$ cat src/design/tcce_pkg.sv
// Shared types and constants for the text console character engine.
package tcce_pkg;

  localparam logic [7:0] CH_BACKSPACE = 8'h08;
  localparam logic [7:0] CH_TAB       = 8'h09;
  localparam logic [7:0] CH_LF        = 8'h0A;
  localparam logic [7:0] CH_CR        = 8'h0D;
  localparam logic [7:0] CH_SPACE     = 8'h20;
  localparam logic [7:0] ATTR_RESET   = 8'h0F;

  localparam logic CMD_PUT  = 1'b0;
  localparam logic CMD_READ = 1'b1;

  typedef enum logic [2:0] {
    ST_CLEAR,
    ST_IDLE,
    ST_EXEC,
    ST_SCROLL,
    ST_FINISH
  } tcce_state_t;

  // Commands from the controller to the datapath.
  typedef struct packed {
    logic clear_step;
    logic latch;
    logic exec;
    logic scroll_step;
    logic load_out;
  } tcce_cmd_t;

  // Status from the datapath back to the controller.
  typedef struct packed {
    logic clear_done;
    logic is_read;
    logic scroll_need;
    logic scroll_done;
  } tcce_status_t;

endpackage

$ cat src/design/tcce_ctrl.sv
// Controller state machine: sequences clearing, commands, scrolling and the result beat.
module tcce_ctrl
  import tcce_pkg::*;
(
  input  logic         clk,
  input  logic         rst,
  input  logic         req_valid,
  output logic         req_ready,
  output logic         rsp_valid,
  input  logic         rsp_ready,
  input  tcce_status_t status,
  output tcce_cmd_t    cmd
);

  tcce_state_t state, state_next;
  logic        out_free;

  assign out_free = !rsp_valid || rsp_ready;

  always_ff @(posedge clk) begin
    if (rst) begin
      state     <= ST_CLEAR;
      rsp_valid <= 1'b0;
    end else begin
      state <= state_next;
      if (cmd.load_out) begin
        rsp_valid <= 1'b1;
      end else if (rsp_ready) begin
        rsp_valid <= 1'b0;
      end
    end
  end

  always_comb begin
    state_next = state;
    cmd        = '0;
    req_ready  = 1'b0;
    unique case (state)
      ST_CLEAR: begin
        cmd.clear_step = 1'b1;
        if (status.clear_done) begin
          state_next = ST_IDLE;
        end
      end
      ST_IDLE: begin
        req_ready = 1'b1;
        if (req_valid) begin
          cmd.latch  = 1'b1;
          state_next = ST_EXEC;
        end
      end
      ST_EXEC: begin
        cmd.exec = 1'b1;
        if (!status.is_read && status.scroll_need) begin
          state_next = ST_SCROLL;
        end else begin
          state_next = ST_FINISH;
        end
      end
      ST_SCROLL: begin
        cmd.scroll_step = 1'b1;
        if (status.scroll_done) begin
          state_next = ST_FINISH;
        end
      end
      ST_FINISH: begin
        if (out_free) begin
          cmd.load_out = 1'b1;
          state_next   = ST_IDLE;
        end
      end
      default: begin
        state_next = ST_CLEAR;
      end
    endcase
  end

endmodule

$ cat config.mk
export PLATFORM = sky130hd
export DESIGN_NAME = tcce_ctrl
export DESIGN_NICKNAME = d
export VERILOG_FILES = /design/src/design/tcce_pkg.sv /design/src/design/tcce_ctrl.sv
export SDC_FILE = /design/constraint.sdc
export NUM_CORES = 1
export LEC_CHECK = 0
export BUFFER_PORTS_ARGS = -buffer_cell sky130_fd_sc_hd__buf_4
export CAP_MARGIN = 0
export CORE_AREA = 5 5 42 44
export CTS_CLUSTER_DIAMETER = 150
export DETAILED_ROUTE_END_ITERATION = 12
export DIE_AREA = 0 0 47 49
export GPL_TIMING_DRIVEN = 0
export PLACE_DENSITY = 0.49
export SETUP_SLACK_MARGIN = 0.02
export SYNTH_ARGS = -nofsm -noshare
export SYNTH_HDL_FRONTEND = slang
export SYNTH_SLANG_ARGS = --single-unit
export TNS_END_PERCENT = 30
$ cat constraint.sdc
create_clock -name clk -period 1.19 [get_ports clk]
set_input_delay 0.0595 -clock clk [delete_from_list [all_inputs] [get_ports clk]]
set_output_delay 0.0595 -clock clk [all_outputs]
set_load 0.02 [all_outputs]
==> impl_metrics.json <==
{
  "status": "finished, violations left",
  "violations": "setup timing",
  "total_leakage_power_nw": 0.240,
  "finalSetupViolCount": 2,
  "pre_cts_slack_ns": -0.0889,
  "comb_power_share_pct": 35.0,
  "rsz0062_at_grt": "yes",
  "fin_ws_ns": -0.0770,
  "cts_root_buffer": "clkbuf_4",
  "wl_um": 764,
  "stdcell_count": 70,
  "yosysSeqAreaShare_pct": 31.1,
  "ys.flop_type": "dfxtp_1",
  "layout-drive-gt1-share_pct": 68.5,
  "coreArea_sq_um": 1400,
  "cp-start-kind": "flop",
  "period_share_pct": 106,
  "clock_power_share_pct": 33.7,
  "async_flop_share_pct": 0,
  "tns_ns": -0.137,
  "vias": 322,
  "grt_pass1_wl_mm": 1.26,
  "ff2ff_setup_slack_ns": -0.06,
  "antenna_found_initial": 0,
  "design.die.area_sq_um": 2300,
  "num_antenna_cells": 0,
  "wl_per_cell_um": 10.9,
  "p_sw_mw": 0.135,
  "grt_max_degree": 7,
  "ys_types": 20,
  "ir_drop_mv": 0.531,
  "row_count": 14,
  "yosysWarningCount": 0,
  "worst_pin_slew_ns": 0.319,
  "drc": 0,
  "start_util_pct": 18.4,
  "cp_max_fo": 2,
  "die_y_um": 49,
  "ant_nets": 0,
  "sw_frac_of_total_pct": 28.2,
  "die_x_um": 47,
  "power_density_nw_per_um2": 913,
  "grt.total_usage_pct": 7.68,
  "maxCapViolCount": 0,
  "critPathRequiredTime_ns": 1.13,
  "gp_congestion": 0.707,
  "cts_sinks": 4,
  "end_kind": "output port",
  "clk_pin_slew_ns": 0.04,
  "synth_area_per_cell_sq_um": 8.31,
  "final_util_pct": 37.4,
  "clk_path_buf_depth": 2,
  "synthCells": 31,
  "total_power_mw": 0.479,
  "synth-seq-cells": 4,
  "syn_area_sq_um": 258,
  "slew_headroom_pct": 78.5,
  "finalCriticalPeriod_ns": 1.27,
  "syn_to_final_growth_pct": 103,
  "path_class": "reg -> out",
  "placed_area_sq_um": 385,
  "skew_ns": 0.00137,
  "cts_tree": "done",
  "dp_cells": 61,
  "io_pins": 15,
  "first_iter_violations": 1,
  "finalNetCount": 64,
  "synth_edf_count": 0,
  "hp-class": "in -> reg",
  "hold_violations": 0,
  "fmax_ghz": 0.789,
  "grt-ovfl-total": 0,
  "fin_area_sq_um": 524,
  "pwr-share-seq_pct": 31.3,
  "grt_pass1_vias": 302,
  "dp_hpwl_um": 512,
  "numPortBuffers": 14,
  "p_int_mw": 0.344,
  "drtPass1Iterations": 2,
  "cp.arrival_ns": 1.21,
  "via_per_inst": 4.60,
  "cts_buffers": 3,
  "syn_nets": 39,
  "clk_latency_ns": 0.23,
  "final-max-slew-violation-count": 0,
  "htreeDepth": 1,
  "hold_slack_ns": 0.0409
}
-- what timing repair did --
item | 4_1_cts | 5_1_grt
gates cloned | 0 | 0
hold buffers | 0 | 0
setup buffers | 7 | 0
endpoints found under the setup margin | 5 | 8
pin swaps | 1 | 1
resized for setup | 12 | 8
hold endpoints to repair | 0 | 0
-- final timing paths --
check / from / to / cells past startpoint
hold reg to reg: state[0] / state[1] / 2
hold / removal: rst / state[0] / 2
setup reg to reg: state[0] / state[0] / 4
setup / recovery: state[1] / cmd[0] / 3
-- registers in the layout (all words and copies together) (netlist names) --
register and flops:
state 3, rsp_valid 1
-- logic make-up after synthesis --
kind of cell	count (synthesis)	synth area share (%)
DFF	4	31.1
buffers and inverters	2	3.39
AOI/OAI and AO/OA	7	21.8
and+or+nand+nor	18	43.7
-- power by group through the flow --
stage               registers, mW  clock network, mW  logic (mW)
global route                0.150              0.189       0.180
CTS                         0.148              0.172       0.154
finish                      0.150              0.161       0.167
global placement            0.157                  0       0.122
floorplan                   0.154                  0      0.0698
detailed placement          0.157                  0       0.122
-- critical path, stage by stage, from the launching register on --
cell,delay [ns]
dfxtp_4,0.34
or3b_4,0.40
nor2b_2,0.13
buf_6,0.12
-- layout make-up --
cell class	count	area, sq um
fill	163	877
timing repair buffer	21	173
tap	16	20.0
sequential	4	91.3
multi-input combinational	25	214
clock buffer	3	22.5
inverter	1	3.75
-- metal layers --
layer / global-route usage (%) / vias to the layer above / share of wire [%] / wire [um]
met5: 0 / - / 0 / 0
met4: 0 / 0 / 0 / 0
met3: 6.64 / 0 / 11 / 81
met2: 11.8 / 12 / 46 / 348
met1: 8.57 / 149 / 44 / 335
li1: - / 161 / - / -
-- synthesized netlist by cell type, drive strengths merged, types with 2 or more instances --
cell type	count	share of area, %
nor4	2	4.9
nor3b	2	5.8
nand2b	2	7.8
nor2	3	4.4
nor2b	3	7.3
nor3	3	5.8
dfxtp	4	31
-- layout by cell type, fill, tap and decap left out, types with 2 or more instances in the layout --
cell,Yosys,layout
buf_4,0,17
buf_6,0,4
nor2_1,3,3
clkbuf_4,0,3
dfxtp_4,0,3
nor4_1,2,2
Note: power is estimated with default switching activity, not from simulation.
